<file path="src/sv/sliding_window_maximum_unit_assert.svh">
// ----------------------------------------------------------------------------
// Sliding window maximum: assertion macros
// Shared concurrent assertion forms, clocked on clock and idle in reset.
// ----------------------------------------------------------------------------
`ifndef SLIDING_WINDOW_MAXIMUM_UNIT_ASSERT_SVH
`define SLIDING_WINDOW_MAXIMUM_UNIT_ASSERT_SVH

// condition holds at every edge
`define SWM_ASSERT_ALWAYS(label, cond, msg) \
   label: assert property (@(posedge clock) disable iff (reset) (cond)) else $error(msg);

// consequence holds at the same edge
`define SWM_ASSERT_SAME(label, ante, cons, msg) \
   label: assert property (@(posedge clock) disable iff (reset) (ante) |-> (cons)) \
      else $error(msg);

// consequence holds at the next edge
`define SWM_ASSERT_NEXT(label, ante, cons, msg) \
   label: assert property (@(posedge clock) disable iff (reset) (ante) |=> (cons)) \
      else $error(msg);

`endif

</file>
<file path="src/sv/swm_pkg.sv">
// ----------------------------------------------------------------------------
// Sliding window maximum: package
// Sizes, types and helper functions shared by the cell chain and top level.
// ----------------------------------------------------------------------------
`default_nettype none

package swm_pkg;

   localparam int WINDOW_MAX = 64;
   localparam int CELL_COUNT = WINDOW_MAX;
   localparam int SAMPLE_W   = 32;
   localparam int WS_W       = 7;
   localparam int POS_MOD    = 2 * WINDOW_MAX;
   localparam int POS_W      = $clog2(POS_MOD);
   localparam int POS_X_W    = POS_W + 1;
   localparam int K_W        = $clog2(WINDOW_MAX + 1);
   localparam int CMP_W      = (POS_W > K_W) ? POS_W : K_W;
   localparam logic [WS_W-1:0] WS_RESET = WS_W'(4);

   typedef logic signed [SAMPLE_W-1:0] sample_type;
   typedef logic [POS_W-1:0]           pos_type;
   typedef logic [K_W-1:0]             win_type;
   typedef logic [WS_W-1:0]            ws_type;

   typedef struct packed {
      logic load;
      logic trim;
      logic shift;
      logic flush;
   } cell_ctl_type;

   typedef struct packed {
      logic       valid;
      logic       keep;
      sample_type value;
      pos_type    pos;
   } cell_out_type;

   function automatic win_type eff_window(ws_type ws);
      win_type k;
      if (ws == '0) begin
         k = win_type'(1);
      end else if (int'(ws) > WINDOW_MAX) begin
         k = win_type'(WINDOW_MAX);
      end else begin
         k = win_type'(ws);
      end
      return k;
   endfunction

   function automatic pos_type pos_age(pos_type now, pos_type then_pos);
      logic [POS_X_W-1:0] d;
      if (now >= then_pos) begin
         d = {1'b0, now} - {1'b0, then_pos};
      end else begin
         d = {1'b0, now} + POS_X_W'(POS_MOD) - {1'b0, then_pos};
      end
      return d[POS_W-1:0];
   endfunction

   function automatic logic is_expired(pos_type now, pos_type then_pos, win_type k);
      pos_type age;
      age = pos_age(now, then_pos);
      return CMP_W'(age) >= CMP_W'(k);
   endfunction

   function automatic pos_type pos_next(pos_type p);
      pos_type r;
      if (p == pos_type'(POS_MOD - 1)) begin
         r = '0;
      end else begin
         r = p + pos_type'(1);
      end
      return r;
   endfunction

endpackage

`default_nettype wire

</file>
<file path="src/sv/swm_cell.sv">
// ----------------------------------------------------------------------------
// Sliding window maximum: queue cell
// One slot of the monotonic queue; keeps, shifts in or takes the new sample.
// ----------------------------------------------------------------------------
`default_nettype none

module swm_cell (
   input  logic                   clock,
   input  logic                   reset,
   input  swm_pkg::cell_ctl_type  ctl,
   input  swm_pkg::sample_type    new_value,
   input  swm_pkg::pos_type       new_pos,
   input  swm_pkg::cell_out_type  right,
   input  logic                   prev_keep,
   input  logic                   prev_keep_shift,
   output swm_pkg::cell_out_type  state,
   output swm_pkg::sample_type    next_value
);

   logic                 valid_ff;
   logic                 valid_in;
   swm_pkg::sample_type  value_ff;
   swm_pkg::sample_type  value_in;
   swm_pkg::pos_type     pos_ff;
   swm_pkg::pos_type     pos_in;
   logic                 keep;

   assign keep = valid_ff && !ctl.flush && (value_ff > new_value);

   always_comb begin
      logic                take_src;
      logic                prev;
      swm_pkg::sample_type src_value;
      swm_pkg::pos_type    src_pos;
      valid_in = valid_ff;
      value_in = value_ff;
      pos_in   = pos_ff;
      if (ctl.shift) begin
         take_src  = right.keep;
         prev      = prev_keep_shift;
         src_value = right.value;
         src_pos   = right.pos;
      end else begin
         take_src  = keep;
         prev      = prev_keep;
         src_value = value_ff;
         src_pos   = pos_ff;
      end
      if (ctl.trim) begin
         valid_in = right.valid;
         value_in = right.value;
         pos_in   = right.pos;
      end else if (ctl.load) begin
         if (take_src) begin
            valid_in = 1'b1;
            value_in = src_value;
            pos_in   = src_pos;
         end else if (prev) begin
            valid_in = 1'b1;
            value_in = new_value;
            pos_in   = new_pos;
         end else begin
            valid_in = 1'b0;
         end
      end
   end

   always_ff @(posedge clock) begin
      if (reset) begin
         valid_ff <= 1'b0;
      end else begin
         valid_ff <= valid_in;
      end
   end

   always_ff @(posedge clock) begin
      value_ff <= value_in;
      pos_ff   <= pos_in;
   end

   assign state.valid = valid_ff;
   assign state.keep  = keep;
   assign state.value = value_ff;
   assign state.pos   = pos_ff;
   assign next_value  = value_in;

endmodule

`default_nettype wire

</file>
<file path="config.mk">
export PLATFORM = sky130hd
export DESIGN_NAME = swm_cell
export DESIGN_NICKNAME = d
export VERILOG_FILES = /design/src/sv/sliding_window_maximum_unit_assert.svh /design/src/sv/swm_pkg.sv /design/src/sv/swm_cell.sv
export SDC_FILE = /design/constraint.sdc
export NUM_CORES = 1
export LEC_CHECK = 0
export CORE_UTILIZATION = 40
export DETAILED_ROUTE_END_ITERATION = 8
export DONT_BUFFER_PORTS = 1
export PLACE_DENSITY_LB_ADDON = 0.2
export SLEW_MARGIN = 5
export SYNTH_ARGS = -nofsm -noshare
export SYNTH_HDL_FRONTEND = slang
export SYNTH_SLANG_ARGS = --single-unit
export TNS_END_PERCENT = 5
</file>
<file path="constraint.sdc">
create_clock -name clock -period 8.5 [get_ports clock]
set_clock_uncertainty 0.05 [all_clocks]
set_input_delay 2.55 -clock clock [delete_from_list [all_inputs] [get_ports clock]]
set_output_delay 2.55 -clock clock [all_outputs]
set_load 0.1 [all_outputs]
</file>
## Word-level counts from Yosys, hierarchy flattened

Cells that the tools add are included.

- Reduce and logical (&&, ||, !) cells: 6
- Order comparisons: 1
- Equal/unequal tests: 1
- Muxes and demuxes: 16

Operator list:

| operator | number |
|---|---|
| two-way mux 32 bit | 5 |
| two-way mux 7 bit | 5 |
| greater-than comparator 32 bit | 1 |
| two-way mux 1 bit | 6 |
| inequality test 3 bit (second input constant) | 1 |
| AND reduction 3 bit | 1 |
| nonzero test 3 bit | 1 |
| logical AND 1 bit | 2 |
| nonzero test 2 bit | 1 |
| logical NOT 1 bit | 1 |

- Input port bits: 88
- Word-level logic and storage cells: 27
- Flip-flop bits (word level): 40

## Longest topological paths before layout

Gate-level depths: netlist of run 1.

- Word-level depth: 7
- Mapped depth: 12

## Worst setup path after synthesis of run 1

OpenSTA, ideal clock, no wires.

- Path type: input port to output port
- Start point: input new_value[30]
- End point: output next_value[31]
- Buffers on the path: 2
- Setup slack: -0.765 ns
- Stages on the path: 12
- Arrival time: 6.665 ns
- Cells stage by stage: inv_1 ha_1 a21oi_1 nand2_1 a221o_1 a211o_1 a2bb2oi_1 and3_1 buf_4 buf_6 o211a_1 o31ai_1

- Longest elaborated chain between the ends: 6

Ends and longest elaborated chain:

| element | line | text |
|---|---|---|
| start, declared | swm_cell.sv:11 | `input swm_pkg::sample_type new_value,` |
| greater-than comparator 32 bit | swm_cell.sv:28 | `assign keep = valid_ff && !ctl.flush && (value_ff > new_value);` |
| logical AND 1 bit | swm_cell.sv:28 |  |
| two-way mux 1 bit | swm_cell.sv:38 | `if (ctl.shift) begin` |
| two-way mux 32 bit | swm_cell.sv:54 | `if (take_src) begin` |
| two-way mux 32 bit | swm_cell.sv:53 | `end else if (ctl.load) begin` |
| two-way mux 32 bit | swm_cell.sv:49 | `if (ctl.trim) begin` |
| end, declared | swm_cell.sv:17 | `output swm_pkg::sample_type next_value` |

Every way passes these cells.

## Final worst setup path of run 1

- Start point: input new_value[31]
- End point: output next_value[0]

The elaborated chain is that of the path after synthesis.

==> results of run 1 <==
worst paths after layout:
path	to	slack, ns	cells after the start
hold / removal	valid_ff	1.09	4
setup reg to reg	pos_ff[3]	4.27	10
hold reg to reg	valid_ff	1.09	4
setup / recovery	next_value[0]	0.52	10
cell usage after synthesis (4+ instances only):
cell type,instances
nand3_1,4
inv_1,32
o21ai_1,26
clkbuf_1,15
nand4_1,7
ha_1,32
nor2_1,6
o21ai_0,8
a21oi_1,16
edfxtp_1,7
mux2_1,32
nand2_1,10
mux2i_1,64
a221o_1,4
buf_4,6
nor2b_1,5
a22oi_1,30
dfxtp_1,33
mux2_2,4
per-layer routing:
metal | vias to the layer above | part of all wire, % | global-route usage (%)
li1 | 1436 | - | -
met1 | 1394 | 43 | 24.87
met2 | 106 | 48 | 35.75
met3 | 7 | 8.6 | 5.717
met4 | 0 | 0.84 | 4.924
met5 | - | 0 | 0
flip-flops by register name (all words and copies together) (netlist names):
signal,count
value_ff,32
pos_ff,7
valid_ff,1
cell usage in the layout, fill, tap and decap left out, types with 10 or more instances in the layout:
| cell | instances |
|---|---|
| mux2_1 | 32 |
| dfxtp_1 | 33 |
| o21ai_2 | 29 |
| inv_1 | 32 |
| nand2_1 | 10 |
| mux2i_1 | 64 |
| buf_4 | 33 |
| ha_1 | 32 |
| a22oi_1 | 30 |
| a21oi_1 | 15 |
metrics by stage:
stage               area (um^2)  setup WS (ns)  power [mW]
global placement           3945         0.5137      0.7418
floorplan                  3430        -0.6860      0.6689
finish                     4056         0.5211      0.9012
CTS                        4056         0.4767      0.9123
global route               4056         0.3509      0.9454
detailed placement         3945         0.5001      0.7464
power by group through the flow:
stage          clock, mW  sequential, mW  combinational (mW)
2_1_floorplan          0           0.396               0.273
3_3_place_gp           0           0.391               0.350
3_5_place_dp           0           0.392               0.354
4_1_cts            0.169           0.388               0.355
5_1_grt            0.175           0.393               0.378
6_report           0.161           0.388               0.352
kinds of logic after synthesis:
family,count (synthesis)
flip-flops,40
adder cells (fa/ha/maj),32
buffers and inverters,56
AND/OR/NAND/NOR,44
AO/OA/AOI/OAI,97
multiplexers,100
tightest hold or removal path, cell delays in order, from the launching register on:
cell      delay (ns)
dfxtp_1         0.68
nor2_1          0.23
nor2_1          0.04
a21oi_1         0.10
a311oi_1        0.05
final cells by class:
class / count / area share (%)
clock buffers: 5 / 1.696
clock inverters: 3 / 1.049
inverters: 32 / 2.961
multi-input cells: 273 / 60.52
flip-flops and latches: 40 / 21.47
well taps: 105 / 3.239
repair buffers: 39 / 9.068
==> flow_metrics.tcl, run 1 <==
set metrics [dict create \
    antenna_left 0 \
    ys_warn_count 0 \
    synth_top_family_by_area "multiplexers" \
    synth_top_flop_cell "dfxtp_1" \
    overflow 0 \
    hpwl_mm 6.737 \
    multi_input_area_um2 2455 \
    synth_nets 489 \
    synthCells 369 \
    gp_congestion 0.7203 \
    crit_family "compound AO/OA/AOI/OAI gates" \
    ys_seq_area_share_pct 25.43 \
    place_inst 489 \
    slew_viol_final 0 \
    grt_max_degree 42 \
    clock_latency_ns 0.30 \
    p_sw_share_pct 53.94 \
    area_growth_syn_to_layout_pct 18.45 \
    slew_headroom_pct 25.95 \
    netlist.area_leader.share_pct 19.29 \
    antenna_found_initial 0 \
    wl_mm 9.072 \
    leakage_nw 1.883 \
    synth-edff-count 7 \
    ys_top_cells_by_area "dfxtp_1 (19%), mux2i_1 (19%), ha_1 (12%), mux2_1 (11%), a22oi_1 (6.6%)" \
    synth_fa_ha_area_share_pct 11.69 \
    power_density_nw_per_um2 222.2 \
    required_ns 5.90 \
    cts_resized 0 \
    ios 161 \
    synthSimpleGateAreaFrac_pct 7.125 \
    n_antenna_cell 0 \
    drt_iter0_markers 62 \
    grt_pass1_vias 2935 \
    numCtsBuffers 5 \
    grt_setup_unrepaired "no" \
    clock.fmax_mhz 125.3 \
    fin_crit_sh_pct 93.87 \
    cts_setup_buffers 0 \
    r2r_start "value_ff[31]" \
    fin_hold_ws_ns 1.091 \
    clkTransAtPathRegs_ns 0.09 \
    arrival_ns 5.38 \
    yosys.area.top_type "dfxtp_1" \
    final_cells 497 \
    cts_tree "built" \
    drc_errors 0 \
    fin_util_pct 49.12 \
    hold_path_class "flop to flop" \
    p_seq_share_pct 43.1 \
    clock_power_share_pct 17.8 \
    dieHeight_um 94.53 \
    ctsHtreeMaxLevel 2 \
    synthArstFlopShare_pct 0 \
    crit_fanout 6 \
    dieWidth_um 94.53 \
    ctsHoldBuffers 0 \
    synth_cell_types 43 \
    path_cells "inv_1 > ha_1 > nand4_2 > nor4_2 > a21oi_1 > and3b_1 > a2bb2oi_1 > and3_2 > mux2i_1 > a221o_1" \
    dieArea_um2 8935 \
    seqCellArea_um2 870.8 \
    cap_violations 0 \
    cpPeakStageDelay_ns 0.83 \
    combPwrFrac_pct 39.1 \
    nFillCells 801 \
    avgSynthCellArea_um2 9.281 \
    ir_drop_mv 0.1015 \
    viasPerCell 5.922 \
    dr.pass1.iters 4 \
    status "finished clean" \
    start_util_pct 41.47 \
    cpMaxStageDelayCell "a221o_1" \
    core_area_um2 8258 \
    tightest_slew_ns 1.109 \
    final_hold_viol_count 0 \
    grt_usage_pct 20.52 \
    grt_pass1_wl_mm 14.49 \
    finalSetupViolations 0 \
    io_buffers 0 \
    netlist_area_um2 3425 \
    muxShareOfSynthArea_pct 30.54 \
    switchingPower_mw 0.4861 \
    synth_compound_area_share_pct 18.12 \
    hp-start "valid_ff" \
    wl_per_cell_um 18.25 \
    placementRows 33 \
    p_int_mw 0.4151 \
    nets 511 \
    fin_crit_ns 7.979 \
    synth-xor-area-share_pct 0 \
    finalSetupTns_ns 0 \
    cts_buffer_depth 2 \
    crit_start "new_value[31]" \
    critPathLaunchType "primary input" \
    root_buffer "clkbuf_8" \
    ys_seq_elements 40 \
    critPathBufInv 1 \
    worst-setup-path-type "primary input to primary output" \
    layout-drive-gt1-share_pct 22.70 \
    cts.sinks 40 \
    endpoint_kind "primary output" \
    vias 2943 \
]
No activity file was read; power rests on OpenSTA's default activity.
==> inputs of run 2 (changes only) <==
CORE_UTILIZATION = 70   (was 40)
==> run 2 against run 1 <==
Effect of this change: flip-flop and latch count is the same; final cell count shrank 6.4%; first-iteration DRC count grew to 3.2 times the previous value; sequential power shrank 4%; clock power grew 2%; highest routed layer unchanged.
==> flow_metrics.tcl, run 2 (same netlist as run 1, synthesis figures left out) <==
set metrics [dict create \
    io_buffers 0 \
    hpwl_mm 6.698 \
    grt_pass1_vias 2964 \
    placementRows 25 \
    critPathBufInv 3 \
    top_register "value_ff" \
    overflow 0 \
    r2r_end "pos_ff[4]" \
    power_density_nw_per_um2 226.2 \
    worst-setup-path-type "primary input to primary output" \
    place_inst 456 \
    vias 3052 \
    fin_ws_ns 0.3967 \
    crit_fanout 12 \
    area_growth_syn_to_layout_pct 17.98 \
    grt_setup_unrepaired "no" \
    clock_power_share_pct 18.1 \
    dr.pass1.iters 4 \
    grt_usage_pct 33.52 \
    clock.fmax_mhz 123.4 \
    ios 161 \
    grt_max_degree 42 \
    nFillCells 274 \
    ctsHoldBuffers 0 \
    total_power_mw 0.9139 \
    clkTransAtPathRegs_ns 0.09 \
    cap_violations 0 \
    crit_family "simple AND/OR/NAND/NOR gates" \
    wl_per_cell_um 19.21 \
    cts_setup_buffers 0 \
    required_ns 5.90 \
    status "finished clean" \
    clock_latency_ns 0.30 \
    largest_reg_flops 32 \
    min_to "value_ff[31]" \
    numCtsBuffers 5 \
    p_seq_share_pct 40.9 \
    hp-start "value_ff[31]" \
    stdcell_area_um2 4040 \
    layout_commonest_cell "mux2i_1" \
    p_int_mw 0.4199 \
    path_cells "inv_1 > ha_1 > nand4_2 > nor4_2 > a21oi_1 > and3b_1 > a2bb2oi_1 > and3_2 > buf_4 > mux2_1 > o21ai_2 > buf_4" \
    fin_crit_ns 8.103 \
    p_sw_share_pct 54.06 \
    gp_congestion 0.7800 \
    slew_headroom_pct 26.65 \
    start_util_pct 72.50 \
    post_dp_cell_area_um2 3923 \
    r2r_cells 10 \
    final_hold_viol_count 0 \
    wl_mm 8.933 \
    fin_util_pct 85.54 \
    grt_pass1_wl_mm 13.78 \
    finalSetupViolations 0 \
    reg_top3 "value_ff (32), pos_ff (7), valid_ff (1)" \
    final_cells 465 \
    layout-drive-gt1-share_pct 23.68 \
    root_buffer "clkbuf_8" \
    nets 516 \
    whs_path_depth 3 \
    fin_crit_sh_pct 95.33 \
    cpPeakStageDelay_ns 0.40 \
    switchingPower_mw 0.4941 \
    ctsHtreeMaxLevel 2 \
    cts_buffer_depth 2 \
    endpoint_kind "primary output" \
    drc_errors 0 \
    crit_top_cell "buf_4" \
    arrival_ns 5.50 \
    cpMaxStageDelayCell "and3_2" \
    dp_slack_ns 0.3961 \
    reg2reg_slack_ns 4.23 \
    dieHeight_um 71.95 \
    critPathLaunchType "primary input" \
    most-common-layout-cells "mux2i_1 (64), buf_4 (39), dfxtp_1 (33)" \
    hold_path_class "flop to flop" \
    dieArea_um2 5176 \
    cts_tree "built" \
    viasPerCell 6.563 \
    cts_resized 0 \
    dieWidth_um 71.95 \
    drt_iter0_markers 200 \
    finalSetupTns_ns 0 \
    core_area_um2 4723 \
    leakage_nw 1.901 \
    fin_hold_ws_ns 0.8915 \
    slew_viol_final 0 \
    antenna_left 0 \
    r2r_start "value_ff[30]" \
    ir_drop_mv 0.1711 \
    antenna_found_initial 1 \
    tightest_slew_ns 1.099 \
    cts.sinks 40 \
    combPwrFrac_pct 41.0 \
]
## run 2: cell count changes in the layout (fill, tap and decap cells not counted), sizes merged
cell    delta
clkinv     -1
inv        +1
diode      +1
buf        +5
## run 2: worst reg2reg max path, delay by kind of cell (launching register included)
kind | cells | cell delay [ns]
adder cells (fa/ha/maj) | 1 | 0.43
AND/OR/NAND/NOR | 4 | 1.03
AO/OA/AOI/OAI | 3 | 0.82
multiplexers | 1 | 0.39
buffers and inverters | 1 | 0.24
flip-flops | 1 | 1.06
## run 2: metal layers
layer | wire, um | global-route usage, % | up-vias
met2 | 4511 | 59.12 | 133
met5 | 0 | 0 | -
li1 | - | - | 1441
met1 | 3474 | 38.15 | 1464
met3 | 786 | 10.97 | 14
met4 | 161 | 11.33 | 0
## run 2: area by class of cell
class,count,area [um^2],area share [%]
Multi-Input combinational cell,273,2455,60.76
Sequential cell,40,870.8,21.55
Timing Repair Buffer,44,392.9,9.724
Inverter,32,120.1,2.973
Tap cell,67,83.83,2.075
Clock buffer,5,68.82,1.703
Clock inverter,3,46.29,1.146
Antenna cell,1,2.502,0.06194
## run 2: power groups by stage
stage	registers, mW	logic (mW)	clock network [mW]
floorplan	0.396	0.273	0
global placement	0.375	0.364	0
detailed placement	0.377	0.373	0
CTS	0.373	0.375	0.167
global route	0.377	0.395	0.174
finish	0.374	0.375	0.165
## run 2: how the worst max path moves through the flow
stage	to	cells after the start	slack, ns	start
floorplan	next_value[1]	11	-0.69	new_value[31]
global placement	next_value[26]	12	0.47	new_value[31]
detailed placement	next_value[14]	12	0.40	new_value[31]
CTS	next_value[14]	12	0.39	new_value[31]
global route	next_value[0]	10	0.21	new_value[31]
finish	next_value[14]	12	0.40	new_value[31]
